File: config.mk
export PLATFORM = sky130hd
export DESIGN_NAME = brb_back
export DESIGN_NICKNAME = d
export VERILOG_FILES = /design/src/design/brb_pkg.sv /design/src/design/brb_back.sv
export SDC_FILE = /design/constraint.sdc
export NUM_CORES = 1
export LEC_CHECK = 0
export ABC_AREA = 1
export BUFFER_PORTS_ARGS = -buffer_cell sky130_fd_sc_hd__buf_2
export CAP_MARGIN = 25
export CORE_UTILIZATION = 60
export DETAILED_ROUTE_END_ITERATION = 10
export PLACE_DENSITY = 0.82
export REMOVE_ABC_BUFFERS = 1
export SYNTH_ARGS = -nofsm -noshare
export SYNTH_HDL_FRONTEND = slang
export SYNTH_SLANG_ARGS = --single-unit
File: constraint.sdc
create_clock -name clk_i -period 4.5 [get_ports clk_i]
set_input_delay 0.45 -clock clk_i [delete_from_list [all_inputs] [get_ports clk_i]]
set_output_delay 0.45 -clock clk_i [all_outputs]
set_load 0.1 [all_outputs]
File: src/design/brb_pkg.sv
package brb_pkg;

  localparam int DEPTH   = 4096;
  localparam int MAX_RUN = 64;
  localparam int QDEPTH  = 4;

  localparam int IDX_W  = $clog2(DEPTH);
  localparam int SUM_W  = IDX_W + 1;
  localparam int RUN_W  = $clog2(MAX_RUN + 1);
  localparam int QPTR_W = $clog2(QDEPTH);
  localparam int QCNT_W = $clog2(QDEPTH + 1);

  localparam int REQ_W  = 3;
  localparam int LEN_W  = 12;
  localparam int BYTE_W = 8;
  localparam int STAT_W = 2;
  localparam int CNT_W  = 12;
  localparam int SPAN_W = 13;

  typedef enum logic [REQ_W-1:0] {
    REQ_PUSH  = 3'd0,
    REQ_POP   = 3'd1,
    REQ_PEEK  = 3'd2,
    REQ_SKIP  = 3'd3,
    REQ_ADV   = 3'd4,
    REQ_CLEAR = 3'd5
  } req_e;

  typedef enum logic [STAT_W-1:0] {
    ST_OK       = 2'd0,
    ST_NO_SPACE = 2'd1,
    ST_NO_DATA  = 2'd2,
    ST_TOO_LONG = 2'd3
  } status_e;

  typedef enum logic {
    BK_IDLE,
    BK_BURST
  } back_state_e;

  // one queued job: either a single result or a read burst
  typedef struct packed {
    logic                is_read;
    status_e             status;
    logic [IDX_W-1:0]    start;
    logic [RUN_W-1:0]    len;
    logic [IDX_W-1:0]    rd;
    logic [IDX_W-1:0]    wr;
  } job_t;

  function automatic logic [IDX_W-1:0] idx_add(input logic [IDX_W-1:0] idx,
                                               input logic [LEN_W-1:0] len);
    logic [SUM_W-1:0] sum;
    sum = SUM_W'(idx) + SUM_W'(len);
    if (sum >= SUM_W'(DEPTH)) begin
      sum = sum - SUM_W'(DEPTH);
    end
    return IDX_W'(sum);
  endfunction

  function automatic logic [IDX_W-1:0] idx_inc(input logic [IDX_W-1:0] idx);
    return (idx == IDX_W'(DEPTH - 1)) ? '0 : idx + IDX_W'(1);
  endfunction

  function automatic logic [IDX_W-1:0] used_of(input logic [IDX_W-1:0] rd,
                                               input logic [IDX_W-1:0] wr);
    logic [SUM_W-1:0] u;
    if (wr >= rd) begin
      u = SUM_W'(wr) - SUM_W'(rd);
    end else begin
      u = SUM_W'(wr) + SUM_W'(DEPTH) - SUM_W'(rd);
    end
    return IDX_W'(u);
  endfunction

  function automatic logic [IDX_W-1:0] free_of(input logic [IDX_W-1:0] rd,
                                               input logic [IDX_W-1:0] wr);
    return IDX_W'(DEPTH - 1) - used_of(rd, wr);
  endfunction

  function automatic logic [SPAN_W-1:0] wspan_of(input logic [IDX_W-1:0] rd,
                                                 input logic [IDX_W-1:0] wr);
    logic [SPAN_W-1:0] s;
    if (wr >= rd) begin
      if (rd == '0) begin
        s = SPAN_W'(DEPTH - 1) - SPAN_W'(wr);
      end else begin
        s = SPAN_W'(DEPTH) - SPAN_W'(wr);
      end
    end else begin
      s = SPAN_W'(rd) - SPAN_W'(wr) - SPAN_W'(1);
    end
    return s;
  endfunction

  function automatic logic [SPAN_W-1:0] rspan_of(input logic [IDX_W-1:0] rd,
                                                 input logic [IDX_W-1:0] wr);
    logic [SPAN_W-1:0] s;
    if (rd <= wr) begin
      s = SPAN_W'(wr) - SPAN_W'(rd);
    end else begin
      s = SPAN_W'(DEPTH) - SPAN_W'(rd);
    end
    return s;
  endfunction

endpackage

File: src/design/brb_back.sv
module brb_back
  import brb_pkg::*;
(
  input  logic              clk_i,
  input  logic              rst_ni,
  input  job_t              job_i,
  input  logic              job_valid_i,
  output logic              job_pop_o,
  output logic              rd_done_o,
  output logic [IDX_W-1:0]  ram_raddr_o,
  input  logic [BYTE_W-1:0] ram_rdata_i,
  output logic              strobe_o,
  output logic [STAT_W-1:0] status_o,
  output logic [BYTE_W-1:0] out_byte_o,
  output logic              last_o,
  output logic [CNT_W-1:0]  used_count_o,
  output logic [CNT_W-1:0]  free_count_o,
  output logic [SPAN_W-1:0] contiguous_write_span_o,
  output logic [SPAN_W-1:0] contiguous_read_span_o
);

  back_state_e      state_q, state_d;
  job_t             job_q, job_d, cur;
  logic [RUN_W-1:0] cnt_q, cnt_d;
  logic [IDX_W-1:0] addr_q, addr_d;
  logic             emit, beat, last;
  status_e          status;

  logic              strobe_q, sel_q, last_q;
  status_e           status_q;
  logic [CNT_W-1:0]  used_q, free_q;
  logic [SPAN_W-1:0] wspan_q, rspan_q;

  always_comb begin
    state_d     = state_q;
    job_d       = job_q;
    cnt_d       = cnt_q;
    addr_d      = addr_q;
    cur         = job_q;
    job_pop_o   = 1'b0;
    rd_done_o   = 1'b0;
    emit        = 1'b0;
    beat        = 1'b0;
    last        = 1'b0;
    status      = ST_OK;
    ram_raddr_o = addr_q;
    unique case (state_q)
      BK_IDLE: begin
        cur = job_i;
        if (job_valid_i) begin
          job_pop_o = 1'b1;
          emit      = 1'b1;
          if (job_i.is_read) begin
            beat        = 1'b1;
            ram_raddr_o = job_i.start;
            job_d       = job_i;
            addr_d      = idx_inc(job_i.start);
            cnt_d       = RUN_W'(1);
            if (job_i.len == RUN_W'(1)) begin
              last      = 1'b1;
              rd_done_o = 1'b1;
            end else begin
              state_d = BK_BURST;
            end
          end else begin
            last   = 1'b1;
            status = job_i.status;
          end
        end
      end
      BK_BURST: begin
        emit   = 1'b1;
        beat   = 1'b1;
        addr_d = idx_inc(addr_q);
        cnt_d  = cnt_q + RUN_W'(1);
        if (cnt_q == job_q.len - RUN_W'(1)) begin
          last      = 1'b1;
          rd_done_o = 1'b1;
          state_d   = BK_IDLE;
        end
      end
      default: state_d = BK_IDLE;
    endcase
  end

  always_ff @(posedge clk_i or negedge rst_ni) begin
    if (!rst_ni) begin
      state_q  <= BK_IDLE;
      strobe_q <= 1'b0;
      sel_q    <= 1'b0;
    end else begin
      state_q  <= state_d;
      strobe_q <= emit;
      sel_q    <= beat;
    end
  end

  always_ff @(posedge clk_i) begin
    job_q    <= job_d;
    cnt_q    <= cnt_d;
    addr_q   <= addr_d;
    status_q <= status;
    last_q   <= last;
    used_q   <= CNT_W'(used_of(cur.rd, cur.wr));
    free_q   <= CNT_W'(free_of(cur.rd, cur.wr));
    wspan_q  <= wspan_of(cur.rd, cur.wr);
    rspan_q  <= rspan_of(cur.rd, cur.wr);
  end

  assign strobe_o                = strobe_q;
  assign status_o                = status_q;
  assign out_byte_o              = sel_q ? ram_rdata_i : '0;
  assign last_o                  = last_q;
  assign used_count_o            = used_q;
  assign free_count_o            = free_q;
  assign contiguous_write_span_o = wspan_q;
  assign contiguous_read_span_o  = rspan_q;

endmodule

==> flow_summary.ini <==
[critical_path]
crit_path_start_kind = flop
r2r_cells = 15
critPathLaunch = state_q
crit_path_max_fanout = 48
worstPathRequired_ns = 4.05
r2r_slack_ns = 1.24
r2r-end = contiguous_read_span_o[1]
rr_startpoint = state_q
endpoint = ram_raddr_o[5]
crit_type = reg -> out
worst-endpoint-arrival_ns = 3.03
critical_path.endpoint_type = primary output

[min_path]
min_path_type = in -> reg

[sta]
skew_ns = 0.0145
max_freq_ghz = 0.287
fin_ws_ns = 1.02
finalHoldViolCount = 0
rsz0062_at_grt = false
max_slew.worst_pin.slew_ns = 0.691
min_period_over_period_pct = 77.3
slew_headroom_pct = 53.9
setup_violations = 0
timing.final.crit_period_ns = 3.48
slew_violations = 0

[global_routing]
grt_pass1_wl_mm = 24.1
grt_overflow = 0
grt_max_degree = 49
grt_pass1_vias = 5139
grt_use_total_pct = 27.5
antenna_found_initial = 0

[finish]
layout_commonest_cell = nand2_1
drive_above_1_share_pct = 21.3
syn2layout_area_growth_pct = 13.8
design_area_mm2 = 0.00733
final_cell_mix = 248 x nand2_1, 132 x buf_2, 124 x inv_1
nNetsFinal = 1048
antennaDiodeCount = 0
nFillCells = 903
post-route-util_pct = 70.7

[routing]
wl_per_cell_um = 13.7
drc_errors = 0
via_per_inst = 5.20
vias = 5721
first_pass_iters = 5
drtAntennaViolNets = 0
first_iter_violations = 357
routed_wirelength_mm = 15.1

[synth]
synth_top_area_share_pct = 23.3
synth_edf_count = 50
netlist_instances = 834
syn_area_per_cell_um2 = 7.73
synthFlopType = dfxtp_1
synth-seq-cells = 106
synth_area_mm2 = 0.00644
yosysSeqAreaShare_pct = 40.9
synthTopCellsByArea = edfxtp_1 23%, dfxtp_1 16%, nand2_1 14%
ys.warnings.count = 0
synthDistinctLibCells = 48
async_reset_ff_share_pct = 2.83
synth_top_area_cell = edfxtp_1

[floorplanning]
die-area_mm2 = 0.0112
die_y_um = 106
fp.coreArea_mm2 = 0.0104
io_pins = 133
start_util_pct = 62.2
num_rows = 37
dieWidth_um = 106

[placement]
pre_cts_ws_ns = 1.29
port-buffer-count = 132
hpwlAfterDp_mm = 11.7
gp_congestion = 0.939
postPlaceCellArea_mm2 = 0.00713

[clock_tree]
clkTransAtPathRegs_ns = 0.11
cts.sink_count = 106
cts-root-buf = clkbuf_8
h-tree-depth = 3
cts_tree = built
ctsResizeCount = 0
hold_buffers = 1
cts_max_path_buffers = 2
clkLatencyLatePin_ns = 0.38
cts-buffers-inserted = 9
postCtsSetupBuffers = 0

[outcome]
outcome = finished clean

[run]
maxCapViolations = 0
==> logic make-up after synthesis <==
logic type | count (synthesis) | share of synthesized area [%]
and+or+nand+nor | 392 | 26.8
buffers and inverters | 150 | 10.0
AOI/OAI and AO/OA | 110 | 9.88
DFF | 106 | 40.9
xor gates and xnor gates | 44 | 5.98
adders and majority gates | 32 | 6.45
==> worst min-delay path by stage <==
stage / startpoint / end / slack, ns / depth (start not counted)
6_report: job_i[25] / job_q[25] / 0.25 / 1
5_1_grt: job_i[24] / job_q[24] / 0.24 / 1
4_1_cts: job_i[25] / job_q[25] / 0.24 / 1
3_5_place_dp: rst_ni / sel_q / 0.25 / 1
3_3_place_gp: rst_ni / sel_q / 0.25 / 1
2_1_floorplan: rst_ni / sel_q / 0.15 / 0
==> registers in the layout (all words and copies together), names as in the netlist <==
register and cells:
state_q 1, free_count_o 12, contiguous_read_span_o 13, job_q 31
status_o 2, strobe_o 1, addr_q 12, used_count_o 12
contiguous_write_span_o 13, last_o 1, sel_q 1, cnt_q 7
==> synthesized netlist by cell type, types with 3 or more instances <==
| cell | number |
|---|---|
| nand4_1 | 7 |
| clkbuf_1 | 4 |
| edfxtp_1 | 50 |
| buf_4 | 5 |
| inv_1 | 124 |
| buf_6 | 6 |
| nor3_1 | 9 |
| nor2_2 | 7 |
| ha_1 | 30 |
| nand3_2 | 3 |
| nand2_4 | 5 |
| dfrtp_1 | 3 |
| nand2_2 | 17 |
| inv_2 | 4 |
| xor2_1 | 35 |
| dfxtp_1 | 53 |
| buf_2 | 4 |
| nand2_1 | 248 |
| o21ai_0 | 48 |
| o21ai_2 | 11 |
| o21ai_1 | 10 |
| nor2_1 | 48 |
| xnor2_1 | 9 |
| nand3_1 | 36 |
| a21oi_1 | 27 |
==> layer usage <==
layer	vias to the layer above	part of all wire [%]	track usage (%)
li1	2884	-	-
met1	2594	45	37.6
met2	223	47	45.2
met3	20	7.2	4.21
met4	0	1.4	8.04
met5	-	0	0
==> through the flow <==
step | hold WS [ns] | std cells | TNS, ns
CTS | 0.238 | 1100 | 0
floorplan | 0.154 | 812 | -13.62
global route | 0.238 | 1100 | 0
finish | 0.252 | 1100 | 0
global placement | 0.247 | 1083 | 0
detailed placement | 0.252 | 1083 | 0
==> area by class of cell <==
cell class / count / area (um^2) / area share, %
Multi-Input combinational cell: 578 / 3160 / 43.1
Clock inverter: 7 / 65.1 / 0.887
Inverter: 128 / 480 / 6.55
Sequential cell: 106 / 2640 / 36.0
Timing Repair Buffer: 136 / 693 / 9.45
Clock buffer: 9 / 124 / 1.69
Tap cell: 136 / 170 / 2.32
==> worst max-delay path, cell delays in order, from the launching register on <==
cell and delay, ns:
dfrtp_2 0.38, buf_4 0.46, nor2_1 0.17, nand2_1 0.46
inv_1 0.46, o21ai_0 0.25, buf_2 0.45
Power is left out: the tool's default activity adds up to more than one toggle a clock period on the data nets, which glitch-free logic cannot reach.
