===== src/design/brb_pkg.sv =====
package brb_pkg;

  localparam int DEPTH   = 4096;
  localparam int MAX_RUN = 64;
  localparam int QDEPTH  = 4;

  localparam int IDX_W  = $clog2(DEPTH);
  localparam int SUM_W  = IDX_W + 1;
  localparam int RUN_W  = $clog2(MAX_RUN + 1);
  localparam int QPTR_W = $clog2(QDEPTH);
  localparam int QCNT_W = $clog2(QDEPTH + 1);

  localparam int REQ_W  = 3;
  localparam int LEN_W  = 12;
  localparam int BYTE_W = 8;
  localparam int STAT_W = 2;
  localparam int CNT_W  = 12;
  localparam int SPAN_W = 13;

  typedef enum logic [REQ_W-1:0] {
    REQ_PUSH  = 3'd0,
    REQ_POP   = 3'd1,
    REQ_PEEK  = 3'd2,
    REQ_SKIP  = 3'd3,
    REQ_ADV   = 3'd4,
    REQ_CLEAR = 3'd5
  } req_e;

  typedef enum logic [STAT_W-1:0] {
    ST_OK       = 2'd0,
    ST_NO_SPACE = 2'd1,
    ST_NO_DATA  = 2'd2,
    ST_TOO_LONG = 2'd3
  } status_e;

  typedef enum logic {
    BK_IDLE,
    BK_BURST
  } back_state_e;

  // one queued job: either a single result or a read burst
  typedef struct packed {
    logic                is_read;
    status_e             status;
    logic [IDX_W-1:0]    start;
    logic [RUN_W-1:0]    len;
    logic [IDX_W-1:0]    rd;
    logic [IDX_W-1:0]    wr;
  } job_t;

  function automatic logic [IDX_W-1:0] idx_add(input logic [IDX_W-1:0] idx,
                                               input logic [LEN_W-1:0] len);
    logic [SUM_W-1:0] sum;
    sum = SUM_W'(idx) + SUM_W'(len);
    if (sum >= SUM_W'(DEPTH)) begin
      sum = sum - SUM_W'(DEPTH);
    end
    return IDX_W'(sum);
  endfunction

  function automatic logic [IDX_W-1:0] idx_inc(input logic [IDX_W-1:0] idx);
    return (idx == IDX_W'(DEPTH - 1)) ? '0 : idx + IDX_W'(1);
  endfunction

  function automatic logic [IDX_W-1:0] used_of(input logic [IDX_W-1:0] rd,
                                               input logic [IDX_W-1:0] wr);
    logic [SUM_W-1:0] u;
    if (wr >= rd) begin
      u = SUM_W'(wr) - SUM_W'(rd);
    end else begin
      u = SUM_W'(wr) + SUM_W'(DEPTH) - SUM_W'(rd);
    end
    return IDX_W'(u);
  endfunction

  function automatic logic [IDX_W-1:0] free_of(input logic [IDX_W-1:0] rd,
                                               input logic [IDX_W-1:0] wr);
    return IDX_W'(DEPTH - 1) - used_of(rd, wr);
  endfunction

  function automatic logic [SPAN_W-1:0] wspan_of(input logic [IDX_W-1:0] rd,
                                                 input logic [IDX_W-1:0] wr);
    logic [SPAN_W-1:0] s;
    if (wr >= rd) begin
      if (rd == '0) begin
        s = SPAN_W'(DEPTH - 1) - SPAN_W'(wr);
      end else begin
        s = SPAN_W'(DEPTH) - SPAN_W'(wr);
      end
    end else begin
      s = SPAN_W'(rd) - SPAN_W'(wr) - SPAN_W'(1);
    end
    return s;
  endfunction

  function automatic logic [SPAN_W-1:0] rspan_of(input logic [IDX_W-1:0] rd,
                                                 input logic [IDX_W-1:0] wr);
    logic [SPAN_W-1:0] s;
    if (rd <= wr) begin
      s = SPAN_W'(wr) - SPAN_W'(rd);
    end else begin
      s = SPAN_W'(DEPTH) - SPAN_W'(rd);
    end
    return s;
  endfunction

endpackage


===== src/design/brb_front.sv =====
module brb_front
  import brb_pkg::*;
(
  input  logic              clk_i,
  input  logic              rst_ni,
  input  logic              start,
  output logic              busy,
  input  logic [REQ_W-1:0]  req_type_i,
  input  logic [LEN_W-1:0]  length_i,
  input  logic [BYTE_W-1:0] data_byte_i,
  input  logic              first_of_run_i,
  input  logic              q_full_i,
  input  logic              rd_done_i,
  output logic              job_push_o,
  output job_t              job_o,
  output logic              ram_we_o,
  output logic [IDX_W-1:0]  ram_waddr_o,
  output logic [BYTE_W-1:0] ram_wdata_o
);

  logic [IDX_W-1:0] rd_q, rd_d, wr_q, wr_d;
  logic [LEN_W-1:0] left_q, left_d;
  logic             rej_q, rej_d;
  logic             pend_q, pend_d;
  logic             accept;
  logic [IDX_W-1:0] used, free;
  status_e          status;
  logic             is_read;

  // a read burst holds the port until its last byte is fetched, so later
  // writes never land on bytes still waiting to be read
  assign busy   = q_full_i || pend_q;
  assign accept = start && !busy;
  assign used   = used_of(rd_q, wr_q);
  assign free   = free_of(rd_q, wr_q);

  assign ram_waddr_o = wr_q;
  assign ram_wdata_o = data_byte_i;

  always_comb begin
    rd_d     = rd_q;
    wr_d     = wr_q;
    left_d   = left_q;
    rej_d    = rej_q;
    status   = ST_OK;
    is_read  = 1'b0;
    ram_we_o = 1'b0;
    unique case (req_e'(req_type_i))
      REQ_PUSH: begin
        if (first_of_run_i) begin
          if (SUM_W'(length_i) > SUM_W'(free)) begin
            rej_d  = 1'b1;
            left_d = '0;
            status = ST_NO_SPACE;
          end else begin
            rej_d = 1'b0;
            if (length_i != '0) begin
              ram_we_o = 1'b1;
              wr_d     = idx_inc(wr_q);
              left_d   = length_i - LEN_W'(1);
            end else begin
              left_d = '0;
            end
          end
        end else if (rej_q) begin
          status = ST_NO_SPACE;
        end else if (left_q == '0) begin
          status = ST_TOO_LONG;
        end else begin
          ram_we_o = 1'b1;
          wr_d     = idx_inc(wr_q);
          left_d   = left_q - LEN_W'(1);
        end
      end
      REQ_POP, REQ_PEEK: begin
        if (SUM_W'(length_i) > SUM_W'(MAX_RUN)) begin
          status = ST_TOO_LONG;
        end else if (SUM_W'(length_i) > SUM_W'(used)) begin
          status = ST_NO_DATA;
        end else if (length_i != '0) begin
          is_read = 1'b1;
          if (req_e'(req_type_i) == REQ_POP) begin
            rd_d = idx_add(rd_q, length_i);
          end
        end
      end
      REQ_SKIP: rd_d = idx_add(rd_q, length_i);
      REQ_ADV:  wr_d = idx_add(wr_q, length_i);
      REQ_CLEAR: begin
        rd_d = '0;
        wr_d = '0;
      end
      default: ;
    endcase

    if (!accept) begin
      ram_we_o = 1'b0;
    end

    pend_d = pend_q;
    if (rd_done_i) begin
      pend_d = 1'b0;
    end
    if (accept && is_read) begin
      pend_d = 1'b1;
    end

    job_o.is_read = is_read;
    job_o.status  = status;
    job_o.start   = rd_q;
    job_o.len     = RUN_W'(length_i);
    job_o.rd      = rd_d;
    job_o.wr      = wr_d;
    job_push_o    = accept;
  end

  always_ff @(posedge clk_i or negedge rst_ni) begin
    if (!rst_ni) begin
      rd_q   <= '0;
      wr_q   <= '0;
      left_q <= '0;
      rej_q  <= 1'b0;
      pend_q <= 1'b0;
    end else begin
      if (accept) begin
        rd_q   <= rd_d;
        wr_q   <= wr_d;
        left_q <= left_d;
        rej_q  <= rej_d;
      end
      pend_q <= pend_d;
    end
  end

endmodule


===== config.mk =====
export PLATFORM = sky130hd
export DESIGN_NAME = brb_front
export DESIGN_NICKNAME = d
export VERILOG_FILES = /design/src/design/brb_pkg.sv /design/src/design/brb_front.sv
export SDC_FILE = /design/constraint.sdc
export NUM_CORES = 1
export LEC_CHECK = 0
export BUFFER_PORTS_ARGS = -buffer_cell sky130_fd_sc_hd__buf_4
export CAP_MARGIN = 10
export CORE_MARGIN = 4
export CORE_UTILIZATION = 57
export CTS_CLUSTER_DIAMETER = 60
export DETAILED_ROUTE_END_ITERATION = 12
export GPL_TIMING_DRIVEN = 0
export PLACE_DENSITY_LB_ADDON = 0.1
export SLEW_MARGIN = 0
export SYNTH_ARGS = -nofsm -noshare
export SYNTH_HDL_FRONTEND = slang
export SYNTH_SLANG_ARGS = --single-unit

===== constraint.sdc =====
create_clock -name clk_i -period 7.2 [get_ports clk_i]
set_input_delay 1.44 -clock clk_i [delete_from_list [all_inputs] [get_ports clk_i]]
set_output_delay 1.44 -clock clk_i [all_outputs]
set_load 0.01 [all_outputs]

==> results.sh <==
export IMPL_routed_wl_mm=15.8
export IMPL_vias_per_cell=6.29
export IMPL_hold_path_class="flip-flop to flip-flop"
export IMPL_nFillCells=677
export IMPL_endpoint_kind="output pin"
export IMPL_seq_area_frac_synth_pct=19.0
export IMPL_combPwrFrac_pct=72.5
export IMPL_die_w_um=102
export IMPL_num_vias=5306
export IMPL_intPower_mw=1.17
export IMPL_synth_top_family_by_area="compound AO/OA/AOI/OAI gates"
export IMPL_power_density_mw_per_mm2=380
export IMPL_cts_buffer_depth=2
export IMPL_syn_inst=641
export IMPL_path_class="flip-flop to output pin"
export IMPL_hold_violations=0
export IMPL_drive_gt1_share_pct=20.2
export IMPL_fin_crit_sh_pct=98.1
export IMPL_irDropWorstVdd_uv=290
export IMPL_cts_htree_levels=2
export IMPL_swShare_pct=48.6
export IMPL_dpl_hpwl_mm=12.1
export IMPL_cpLargestDelayFamily="compound AO/OA/AOI/OAI gates"
export IMPL_port_buffers=86
export IMPL_ys_ff_latch=38
export IMPL_cts_root_buffer="clkbuf_8"
export IMPL_syn_avg_cell_area_um2=7.79
export IMPL_cap_violations=0
export IMPL_postSynth_asyncResetShare_pct=100
export IMPL_p_switching_mw=1.11
export IMPL_start_kind="flip-flop"
export IMPL_cts_sinks=38
export IMPL_crit_arrival_ns=5.62
export IMPL_dieArea_mm2=0.0103
export IMPL_synth_compound_area_share_pct=26.1
export IMPL_ioPinCount=98
export IMPL_layout_setup_ws_ns=0.140
export IMPL_p_clk_share_pct=10.4
export IMPL_cp_required_ns=5.76
export IMPL_routedWlPerCell_um=18.7
export IMPL_leakage_nw=2.87
export IMPL_cp_common_cell="a21o_1"
export IMPL_synth_xor_area_share_pct=7.01
export IMPL_cts_tree="done"
export IMPL_synth_edf_count=0
export IMPL_tightestPinTransition_ns=0.985
export IMPL_die_h_um=102
export IMPL_pwr_share_seq_pct=17.1
export IMPL_skew_ns=0.00373
export IMPL_post_place_ws_ns=0.0217
export IMPL_grt_pass1_wl_mm=25.4
export IMPL_num_nets_final=832
export IMPL_routabilityCongestion=0.946
export IMPL_drc=0
export IMPL_grt_max_degree=39
export IMPL_core_area_mm2=0.00838
export IMPL_worst_path_buf_inv=4
export IMPL_slew_limit_headroom_pct=33.8
export IMPL_fmax_ghz=0.142
export IMPL_start_util_pct=59.6
export IMPL_status="finished, final reports clean"
export IMPL_slew_viol_final=0
export IMPL_synth_flop_cell="dfrtp_1"
export IMPL_period_needed_ns=7.06
export IMPL_n_antenna_cell=0
export IMPL_num_rows=33
export IMPL_clk_latency_ns=0.31
export IMPL_antenna_found_initial=0
export IMPL_drt_pass1_iterations=6
export IMPL_cts_buffers=5
export IMPL_clk_pin_slew_worst_paths_ns=0.09
export IMPL_synth_fa_ha_area_share_pct=16.7
export IMPL_grt_overflow=0
export IMPL_first_global_vias=5129
export IMPL_setup_viol=0
export IMPL_cp_cell_sequence="inv_1 -> ha_1 -> inv_1 -> fa_1 -> a21o_1 -> a21oi_2 -> o21bai_1 -> a21oi_2 -> o21ai_1 -> a21o_1 -> a21o_1 -> xor2_1 -> ha_1 -> and4_1 -> nand3_1 -> or4_1 -> o21ai_4 -> nor2_1 -> buf_4 -> o211ai_1 -> o41ai_1 -> or3_1 -> buf_4"
export IMPL_area_growth_pct=20.2
export IMPL_yosysWarnings=0
export IMPL_cpMaxStageDelayCell="or4_1"
export IMPL_synth_mux_area_share_pct=1.08
export IMPL_tns_ns=0
export IMPL_ant_nets=0
export IMPL_syn_area_mm2=0.00500
export IMPL_synth_nets=735
export IMPL_grt_total_usage_pct=30.9
export IMPL_ys_types=74
export IMPL_cp_max_fo=10
export IMPL_synthSimpleGateAreaFrac_pct=22.2
export IMPL_dr_first_iter_drc_count=552
export IMPL_cts_hold_buf=0
export IMPL_worst_path_largest_cell_delay_ns=0.58
[power groups by stage]
stage | registers [mW] | logic [mW] | clock network [mW]
after floorplan | 0.383 | 1.14 | 0
after global placement | 0.385 | 1.53 | 0
after detailed placement | 0.390 | 1.58 | 0
after CTS | 0.386 | 1.62 | 0.238
after global routing | 0.404 | 1.83 | 0.247
final | 0.390 | 1.65 | 0.238
[metal layers]
| layer | vias up | wire, um | global-route usage (%) |
|---|---|---|---|
| met1 | 2516 | 6670 | 40.5 |
| li1 | 2517 | - | - |
| met5 | - | 0 | 0 |
| met4 | 0 | 435 | 10.8 |
| met2 | 238 | 7570 | 52.4 |
| met3 | 35 | 1100 | 3.86 |
[sequential cells by signal, summed over array words and instances (netlist names)]
| name | count |
|---|---|
| ram_waddr_o | 12 |
| pend_q | 1 |
| left_q | 12 |
| rej_q | 1 |
| rd_q | 12 |
[cell families (layout without fill, tap and decap cells)]
kind of cell / Yosys count / after routing
AND/OR/NAND/NOR: 222 / 222
XOR/XNOR: 40 / 40
adder cells (fa/ha/maj): 65 / 65
flip-flops: 38 / 38
AO/OA/AOI/OAI: 189 / 189
buffers and inverters: 82 / 180
multiplexers: 5 / 5
[metrics by stage]
step                cells  utilization [%]  hold slack (ns)  cell area, um2  power [mW]
floorplan             641                -            0.471            5000        1.52
global placement      832             68.9            0.500            5770        1.91
detailed placement    832             68.9            0.506            5770        1.97
CTS                   842             71.2            0.527            5960        2.24
global route          844             71.7            0.564            6010        2.48
finish                844             71.7            0.519            6010        2.28
[worst min-delay path, delay by kind of cell, from the launching register on]
family	cells	cell delay (ns)
AOI/OAI and AO/OA	2	0.13
DFF	1	0.35
[path summary, 6_finish.rpt]
| path | slack [ns] | end | cells past startpoint | startpoint |
|---|---|---|---|---|
| min in group asynchronous | 1.12 | left_q[0]$_DFFE_PN0P_ | 1 | rst_ni |
| hold / removal | 0.52 | left_q[11]$_DFFE_PN0P_ | 2 | left_q[11]$_DFFE_PN0P_ |
| setup / recovery | 0.14 | job_o[3] | 23 | ram_waddr_o[0]$_DFFE_PN0P_ |
| max in group asynchronous | 5.69 | ram_waddr_o[0]$_DFFE_PN0P_ | 1 | rst_ni |
| setup reg to reg | 1.80 | rd_q[0]$_DFFE_PN0P_ | 23 | ram_waddr_o[0]$_DFFE_PN0P_ |
| hold reg to reg | 0.52 | left_q[11]$_DFFE_PN0P_ | 2 | left_q[11]$_DFFE_PN0P_ |
[cell usage in the layout (no fill, tap or decap), types with 7 or more instances in the layout]
cell type / count
a21o_1: 16
a21oi_1: 35
a22o_1: 11
a31oi_1: 8
buf_4: 109
clkbuf_1: 13
dfrtp_1: 36
ha_1: 62
inv_1: 45
nand2_1: 55
nand3_1: 25
nor2_1: 59
nor3_1: 28
o211ai_1: 7
o21ai_0: 37
or3_1: 7
xnor2_1: 29
xor2_1: 11
[final cells by class]
cell class,count,area (um2),area share [%]
multi-input cells,521,3710,61.7
repair buffers,91,683,11.4
clock buffers,6,82.6,1.38
flip-flops and latches,38,953,15.9
well taps,105,131,2.19
inverters,46,173,2.88
plain buffers,35,215,3.58
clock inverters,2,60.1,1.00
[Yosys cell counts (6+ instances only)]
cell      instances  area share, %
ha_1             62             16
nor2_1           59            4.4
nand2_1          55            4.1
inv_1            46            3.5
o21ai_0          39            3.9
dfrtp_1          38             19
a21oi_1          37            3.7
xnor2_1          29            5.1
nor3_1           28            2.8
nand3_1          25            2.5
buf_4            17            2.6
a21o_1           16            2.4
clkbuf_1         14            1.1
a22o_1           11            1.9
xor2_1           11            1.9
a31oi_1           8            1.0
o211ai_1          7            1.1
or3_1             7           0.88
a32o_1            6            1.2
and3_1            6           0.75
nand2b_1          6           0.75
nor4_1            6           0.75
o21a_1            6           0.90
o21bai_1          6           0.90
o41ai_1           6            1.1
[repair_timing]
action | in CTS | in global routing
endpoints found under the setup margin | 19 | 23
setup buffers | 2 | 3
pin swaps | 1 | 3
gates resized for setup | 6 | 9
hold endpoints to repair | 0 | 0
Power figures use the tool's default switching activity.
