## src/design/brb_pkg.sv

```systemverilog
package brb_pkg;

  localparam int DEPTH   = 4096;
  localparam int MAX_RUN = 64;
  localparam int QDEPTH  = 4;

  localparam int IDX_W  = $clog2(DEPTH);
  localparam int SUM_W  = IDX_W + 1;
  localparam int RUN_W  = $clog2(MAX_RUN + 1);
  localparam int QPTR_W = $clog2(QDEPTH);
  localparam int QCNT_W = $clog2(QDEPTH + 1);

  localparam int REQ_W  = 3;
  localparam int LEN_W  = 12;
  localparam int BYTE_W = 8;
  localparam int STAT_W = 2;
  localparam int CNT_W  = 12;
  localparam int SPAN_W = 13;

  typedef enum logic [REQ_W-1:0] {
    REQ_PUSH  = 3'd0,
    REQ_POP   = 3'd1,
    REQ_PEEK  = 3'd2,
    REQ_SKIP  = 3'd3,
    REQ_ADV   = 3'd4,
    REQ_CLEAR = 3'd5
  } req_e;

  typedef enum logic [STAT_W-1:0] {
    ST_OK       = 2'd0,
    ST_NO_SPACE = 2'd1,
    ST_NO_DATA  = 2'd2,
    ST_TOO_LONG = 2'd3
  } status_e;

  typedef enum logic {
    BK_IDLE,
    BK_BURST
  } back_state_e;

  // one queued job: either a single result or a read burst
  typedef struct packed {
    logic                is_read;
    status_e             status;
    logic [IDX_W-1:0]    start;
    logic [RUN_W-1:0]    len;
    logic [IDX_W-1:0]    rd;
    logic [IDX_W-1:0]    wr;
  } job_t;

  function automatic logic [IDX_W-1:0] idx_add(input logic [IDX_W-1:0] idx,
                                               input logic [LEN_W-1:0] len);
    logic [SUM_W-1:0] sum;
    sum = SUM_W'(idx) + SUM_W'(len);
    if (sum >= SUM_W'(DEPTH)) begin
      sum = sum - SUM_W'(DEPTH);
    end
    return IDX_W'(sum);
  endfunction

  function automatic logic [IDX_W-1:0] idx_inc(input logic [IDX_W-1:0] idx);
    return (idx == IDX_W'(DEPTH - 1)) ? '0 : idx + IDX_W'(1);
  endfunction

  function automatic logic [IDX_W-1:0] used_of(input logic [IDX_W-1:0] rd,
                                               input logic [IDX_W-1:0] wr);
    logic [SUM_W-1:0] u;
    if (wr >= rd) begin
      u = SUM_W'(wr) - SUM_W'(rd);
    end else begin
      u = SUM_W'(wr) + SUM_W'(DEPTH) - SUM_W'(rd);
    end
    return IDX_W'(u);
  endfunction

  function automatic logic [IDX_W-1:0] free_of(input logic [IDX_W-1:0] rd,
                                               input logic [IDX_W-1:0] wr);
    return IDX_W'(DEPTH - 1) - used_of(rd, wr);
  endfunction

  function automatic logic [SPAN_W-1:0] wspan_of(input logic [IDX_W-1:0] rd,
                                                 input logic [IDX_W-1:0] wr);
    logic [SPAN_W-1:0] s;
    if (wr >= rd) begin
      if (rd == '0) begin
        s = SPAN_W'(DEPTH - 1) - SPAN_W'(wr);
      end else begin
        s = SPAN_W'(DEPTH) - SPAN_W'(wr);
      end
    end else begin
      s = SPAN_W'(rd) - SPAN_W'(wr) - SPAN_W'(1);
    end
    return s;
  endfunction

  function automatic logic [SPAN_W-1:0] rspan_of(input logic [IDX_W-1:0] rd,
                                                 input logic [IDX_W-1:0] wr);
    logic [SPAN_W-1:0] s;
    if (rd <= wr) begin
      s = SPAN_W'(wr) - SPAN_W'(rd);
    end else begin
      s = SPAN_W'(DEPTH) - SPAN_W'(rd);
    end
    return s;
  endfunction

endpackage

```

## src/design/brb_queue.sv

```systemverilog
module brb_queue
  import brb_pkg::*;
(
  input  logic clk_i,
  input  logic rst_ni,
  input  logic push_i,
  input  job_t job_i,
  input  logic pop_i,
  output job_t job_o,
  output logic valid_o,
  output logic full_o
);

  job_t              slot_q [QDEPTH];
  logic [QPTR_W-1:0] head_q, tail_q;
  logic [QCNT_W-1:0] cnt_q;

  function automatic logic [QPTR_W-1:0] ptr_inc(input logic [QPTR_W-1:0] p);
    return (p == QPTR_W'(QDEPTH - 1)) ? '0 : p + QPTR_W'(1);
  endfunction

  assign job_o   = slot_q[head_q];
  assign valid_o = (cnt_q != '0);
  assign full_o  = (cnt_q == QCNT_W'(QDEPTH));

  always_ff @(posedge clk_i) begin
    if (push_i) begin
      slot_q[tail_q] <= job_i;
    end
  end

  always_ff @(posedge clk_i or negedge rst_ni) begin
    if (!rst_ni) begin
      head_q <= '0;
      tail_q <= '0;
      cnt_q  <= '0;
    end else begin
      if (push_i) begin
        tail_q <= ptr_inc(tail_q);
      end
      if (pop_i) begin
        head_q <= ptr_inc(head_q);
      end
      if (push_i && !pop_i) begin
        cnt_q <= cnt_q + QCNT_W'(1);
      end else if (pop_i && !push_i) begin
        cnt_q <= cnt_q - QCNT_W'(1);
      end
    end
  end

endmodule

```

## config.mk

```make
export PLATFORM = sky130hd
export DESIGN_NAME = brb_queue
export DESIGN_NICKNAME = d
export VERILOG_FILES = /design/src/design/brb_pkg.sv /design/src/design/brb_queue.sv
export SDC_FILE = /design/constraint.sdc
export NUM_CORES = 1
export LEC_CHECK = 0
export BUFFER_PORTS_ARGS = -buffer_cell sky130_fd_sc_hd__buf_4
export CAP_MARGIN = 15
export CORE_MARGIN = 2
export CORE_UTILIZATION = 47
export DETAILED_ROUTE_END_ITERATION = 8
export MAX_ROUTING_LAYER = met4
export PLACE_DENSITY = 0.78
export RECOVER_POWER = 50
export SLEW_MARGIN = 25
export SYNTH_ARGS = -nofsm -noshare
export SYNTH_HDL_FRONTEND = slang
export SYNTH_SLANG_ARGS = --single-unit
```

## constraint.sdc

```tcl
create_clock -name clk_i -period 2.9 [get_ports clk_i]
set_input_delay 0.29 -clock clk_i [delete_from_list [all_inputs] [get_ports clk_i]]
set_output_delay 0.29 -clock clk_i [all_outputs]
set_load 0.05 [all_outputs]
```

==> run_results.csv, run 1 <==
group,metric,value,unit
outcome,status,"completed",
critical_path,r2r_end,"slot_q[3][18]$_DFFE_PP_",
detailed_routing,m1WireLength,5060,µm
grt,grt-ovfl-total,0,
critical_path,crit_chain,"buf_4, mux4_2, buf_4",
critical_path,cp.buffers_inverters,2,
cells_and_area,areaGrowthSynthToFinish,20.1,%
critical_path,critPathMaxStageDelay,0.82,ns
detailed_routing,ant_nets,0,
clocking,tritoncts,"built",
synth,synth_nets,334,
synth,synth.yosys.seq_area_share,0.809,
detailed_routing,via_per_inst,5.39,
grt,grt_usage,0.164,
floorplan,start_util,0.483,
critical_path,endpoint_kind,"output pin",
clocking,clockBufferDepth,2,
clocking,cts_buffers,17,
critical_path,worst-r2r-setup-slack,0.65,ns
placement,dp_hpwl,7600,µm
grt,antenna_found_initial,1,
timing,fin_crit_sh,0.903,
timing,fin_skew,0.00963,ns
placement,numPortBuffers,97,
synth,avgSynthCellArea,25.4,µm²
detailed_routing,drcViolationCount,0,
floorplan,dieArea,16000,µm²
critical_path,cp-endpoint,"job_o[41]",
timing,worst_pin_slew,1.34,ns
critical_path,cpLargestDelayFamily,"flip-flops",
detailed_routing,vias,3187,
detailed_routing,drt_iter0_drc,167,
timing,finalSetupViolCount,0,
critical_path,r2r_cells,3,
timing,period_minus_slack,2.62,ns
power_and_ir_drop,vdd_drop_max,0.583,mV
synth,synth_compound_area_frac,0.00142,
clocking,clkSinkCount,191,
grt,grt_pass1_vias,3279,
floorplan,ioPinCount,98,
synth,synth_top_family_by_area,"multiplexers",
critical_path,slowest_stage,"dfrtp_4",
detailed_routing,wl_met3,713,µm
critical_path,crit-reg2reg-launch,"tail_q[0]$_DFFE_PN0P_",
detailed_routing,drtPass1Iterations,4,
cells_and_area,final_util,0.580,
grt,grt_pass1_wl,18600,µm
floorplan,core,14600,µm²
detailed_routing,wire_per_inst,20.4,µm
synth,synth_xor_area_frac,0.00373,
flow_run,maxCapViolCount,0,
timing,slew_headroom,0.104,
timing,slew_viol_final,0,
synth,muxShareOfSynthArea,0.152,
synth,synthCells,277,
synth,yosys.area.top_type,"edfxtp_1",
clocking,cts_root_buf,"clkbuf_16",
clocking,clk_latency,0.42,ns
synth,netlist.area_leader.share,0.784,
timing,rsz0062_at_grt,"no",
floorplan,num_rows,44,
timing,fin_setup_tns,0,ns
hold_path,min_path_type,"in2reg",
clocking,path_clk_slew,0.07,ns
critical_path,startpoint,"head_q[0]$_DFFE_PN0P_",
synth,yosysWarnings,0,
critical_path,crit_top_cell,"buf_4",
clocking,cts_setup_buffers,0,
floorplan,fp.dieW,126,µm
detailed_routing,wl_met2,6130,µm
critical_path,cp.arrival,2.33,ns
power_and_ir_drop,p_leak,2.80,nW
placement,routabilityCongestion,0.655,
detailed_routing,routed.top_layer,"met4",
floorplan,die_h,126,µm
critical_path,crit_fanout,29,
cells_and_area,drive_above_1_share,0.347,
detailed_routing,routed_wl,12100,µm
power_and_ir_drop,powerDensity,1150,nW/µm²
timing,hold_viol_final,0,
synth,synth_cell_types,19,
cells_and_area,nets,450,
critical_path,crit_type,"reg2out",
clocking,htreeDepth,4,
critical_path,cp.depth,3,
synth,synth_seq_cells,191,
synth,yosys-top-cells-area,"edfxtp_1 78%, mux4_2 15%, dfrtp_1 2.5%",
critical_path,startpoint_type,"flip-flop",
synth,netlist_area,7050,µm²
timing,fmax,0.382,GHz
grt,grt_max_degree,36,
critical_path,worstPathRequired,2.61,ns
synth,synthAdderAreaFrac,0.0135,
synth,synth-simple-area-share,0.00817,
[logic make-up after synthesis]
group / count (synthesis)
adders and majority gates: 7
buffers and inverters: 14
and+or+nand+nor: 11
xor gates and xnor gates: 3
muxes: 49
DFF: 191
AOI/OAI and AO/OA: 2
[routing by layer]
layer / global-route usage / vias up
met4: 0.0543 / 0
li1: - / 1407
met5: - / -
met2: 0.251 / 94
met1: 0.212 / 1670
met3: 0.0536 / 16
[state kept, by name, summed over array words and instances (netlist names)]
register / count
head_q: 2
cnt_q: 3
tail_q: 2
slot_q: 184
[synth_stat cells]
cell type  count
o21ai_0        2
nor2_1         3
clkbuf_1       1
nor3b_1        1
ha_1           6
xnor2_1        1
inv_1          4
mux4_2        46
buf_4          2
dfrtp_1        7
edfxtp_1     184
or3_1          1
buf_2          4
xor2_1         2
fa_1           1
and2_1         4
mux2_2         3
nand2_1        2
buf_6          3
[worst min-delay path by stage]
| stage | end | start | cells past startpoint | slack (ns) |
|---|---|---|---|---|
| global route | tail_q[0]$_DFFE_PN0P_ | push_i | 2 | 0.10 |
| CTS | slot_q[1][23]$_DFFE_PP_ | job_i[23] | 1 | 0.04 |
| floorplan | cnt_q[0]$_DFFE_PN0P_ | rst_ni | 0 | -0.006 |
| finish | tail_q[1]$_DFFE_PN0P_ | push_i | 2 | 0.11 |
| detailed placement | cnt_q[1]$_DFFE_PN0P_ | rst_ni | 1 | 0.11 |
| global placement | cnt_q[2]$_DFFE_PN0P_ | rst_ni | 1 | 0.11 |
[power by group]
| part | internal (mW) | switching (mW) | total (mW) |
|---|---|---|---|
| combinational | 1.35 | 2.28 | 3.63 |
| sequential | 3.55 | 0.346 | 3.89 |
| clock | 1.27 | 0.959 | 2.23 |
[layout make-up]
class,count,area (µm²)
Sequential cell,191,5710
Clock buffer,19,433
Antenna cell,1,2.50
Multi-Input combinational cell,72,1260
Fill cell,1070,6130
Timing Repair Buffer,107,676
Clock inverter,13,139
Inverter,4,15.0
Tap cell,184,230
[placed cells by master (no fill, tap or decap), types with 2 or more instances in the layout]
master and count:
edfxtp_1 184, buf_4 54, clkbuf_1 50, mux4_2 46, clkbuf_16 17, ha_1 6, dfrtp_1 5, inv_1 4
clkinvlp_4 4, buf_12 4, and2_2 3, mux2_2 3, nor2_1 3, inv_6 3, nand2_1 2, o21ai_0 2
xor2_1 2, bufinv_16 2, clkinv_2 2
[per-stage QoR]
step / worst slack [ns] / hold slack [ns] / total power [mW] / instances / area, µm²
after floorplan: 0.766 / -0.00559 / 6.60 / 277 / 7050
after global placement: 0.714 / 0.108 / 7.60 / 557 / 8060
after detailed placement: 0.681 / 0.112 / 7.68 / 557 / 8060
after CTS: 0.209 / 0.0428 / 9.91 / 590 / 8640
after global routing: 0.110 / 0.101 / 10.2 / 591 / 8460
final: 0.283 / 0.109 / 9.76 / 591 / 8460
[what timing repair did]
item,4_1_cts,5_1_grt
endpoints found under the hold margin,7,0
gates resized for setup,0,0
endpoints found under the setup margin,0,0
hold buffers,1,0
Power figures use the tool's default switching activity.
==> run 2: changes to the inputs <==
==> constraint.sdc (replaced) <==
create_clock -name clk_i -period 2.9 [get_ports clk_i]
set_input_delay 0.58 -clock clk_i [delete_from_list [all_inputs] [get_ports clk_i]]
set_output_delay 0.58 -clock clk_i [all_outputs]
set_load 0.05 [all_outputs]
==> run_results.csv, run 2 (synthesized netlist as in run 1, its figures left out) <==
group,metric,value,unit
outcome,status,"completed",
cells_and_area,final_cell_mix,"184 x edfxtp_1, 55 x buf_4, 51 x clkbuf_1",
detailed_routing,via_per_inst,5.28,
clocking,cts_root_buf,"clkbuf_16",
critical_path,r2r_cells,3,
placement,numPortBuffers,97,
detailed_routing,drt_iter0_drc,259,
cells_and_area,areaGrowthSynthToFinish,19.4,%
floorplan,dieArea,16000,µm²
power_and_ir_drop,powerDensity,1140,nW/µm²
timing,rsz0062_at_grt,"no",
critical_path,cp.arrival,2.10,ns
clocking,clk_latency,0.42,ns
timing,slew_headroom,0.116,
cells_and_area,largest_reg_flops,184,
timing,fin_crit_sh,0.923,
placement,dp_hpwl,7490,µm
grt,grt_pass1_wl,19100,µm
cells_and_area,top_regs,"slot_q: 184 flops, cnt_q: 3 flops",
floorplan,die_h,126,µm
cells_and_area,drive_above_1_share,0.342,
critical_path,worst-r2r-setup-slack,0.66,ns
timing,worst_pin_slew,1.33,ns
timing,fin_setup_tns,0,ns
detailed_routing,wire_per_inst,20.5,µm
critical_path,startpoint_type,"flip-flop",
timing,fmax,0.374,GHz
clocking,tritoncts,"built",
clocking,cts_buffers,17,
grt,grt-ovfl-total,0,
detailed_routing,m1WireLength,5040,µm
power_and_ir_drop,vdd_drop_max,0.621,mV
cells_and_area,final_common_cell,"edfxtp_1",
timing,fin_skew,0.00531,ns
detailed_routing,routed_wl,12100,µm
clocking,post_cts_resized,0,
cells_and_area,design_area,8410,µm²
timing,slew_viol_final,0,
clocking,cts_setup_buffers,0,
cells_and_area,fillers,1094,
critical_path,endpoint_kind,"output pin",
detailed_routing,ant_nets,0,
floorplan,start_util,0.483,
timing,finalSetupViolCount,0,
clocking,path_clk_slew,0.07,ns
detailed_routing,routed.top_layer,"met4",
floorplan,fp.dieW,126,µm
critical_path,worstPathRequired,2.32,ns
cells_and_area,largest-register,"slot_q",
critical_path,crit-reg2reg-launch,"tail_q[0]$_DFFE_PN0P_",
power_and_ir_drop,p_leak,2.79,nW
critical_path,crit_fanout,16,
hold_path,min_path_type,"in2reg",
flow_run,maxCapViolCount,0,
placement,routabilityCongestion,0.687,
detailed_routing,wl_met2,6320,µm
grt,grt_usage,0.167,
detailed_routing,drtPass1Iterations,7,
floorplan,core,14600,µm²
critical_path,crit_type,"reg2out",
critical_path,startpoint,"head_q[0]$_DFFE_PN0P_",
clocking,clockBufferDepth,2,
floorplan,ioPinCount,98,
cells_and_area,multi_input_area,1260,µm²
timing,period_minus_slack,2.68,ns
floorplan,num_rows,44,
clocking,clkSinkCount,191,
placement,postPlaceCellArea,8060,µm²
cells_and_area,final_util,0.577,
grt,grt_pass1_vias,3403,
critical_path,r2r_end,"slot_q[3][39]$_DFFE_PP_",
clocking,htreeDepth,4,
grt,grt_max_degree,32,
cells_and_area,seqCellArea,5710,µm²
detailed_routing,drcViolationCount,0,
grt,antenna_found_initial,1,
detailed_routing,vias,3127,
cells_and_area,nets,451,
detailed_routing,wl_met3,575,µm
timing,hold_viol_final,0,
critical_path,cp-endpoint,"job_o[11]",
run 2: how the worst min path moves through the flow:
| stage | depth (start not counted) | start | end |
|---|---|---|---|
| 2_1_floorplan | 0 | rst_ni | cnt_q[0]$_DFFE_PN0P_ |
| 3_3_place_gp | 1 | rst_ni | cnt_q[1]$_DFFE_PN0P_ |
| 3_5_place_dp | 1 | rst_ni | cnt_q[2]$_DFFE_PN0P_ |
| 4_1_cts | 1 | job_i[1] | slot_q[0][1]$_DFFE_PP_ |
| 5_1_grt | 1 | job_i[1] | slot_q[1][1]$_DFFE_PP_ |
| 6_report | 1 | job_i[2] | slot_q[0][2]$_DFFE_PP_ |
run 2: timing repair:
action | 4_1_cts | 5_1_grt
hold buffers | 1 | 0
hold endpoints to repair | 7 | 0
setup endpoints to repair | 0 | 0
run 2: worst max-delay path, cell delays in order, from the launching register on:
cell	delay, ns
dfrtp_4	0.60
buf_4	0.31
mux4_2	0.54
buf_4	0.21
run 2: routing by layer:
layer,global-route usage,up-vias
met3,0.0430,15
met5,-,-
met4,0.0601,0
li1,-,1410
met1,0.201,1617
met2,0.276,85
run 2: power by group:
part / switching, mW / leakage (nW) / internal, mW
clock network: 0.922 / 0.255 / 1.17
logic: 2.40 / 0.766 / 1.35
registers: 0.240 / 1.77 / 3.55
total: 3.56 / 2.79 / 6.07
run 2: metrics by stage:
step	total power, mW	hold WS [ns]	worst slack (ns)	instances
detailed placement	7.71	0.403	0.623	558
finish	9.63	0.408	0.224	592
global route	10.1	0.404	0.0971	592
CTS	9.80	0.329	0.149	591
floorplan	6.60	0.284	0.726	277
global placement	7.62	0.398	0.636	558
run 2: area by class of cell:
type,count,area share
well taps,184,0.0274
inverters,4,0.00178
clock inverters,13,0.0116
repair buffers,108,0.0793
clock buffers,19,0.0515
flip-flops and latches,191,0.678
diodes,1,0.000297
multi-input cells,72,0.150
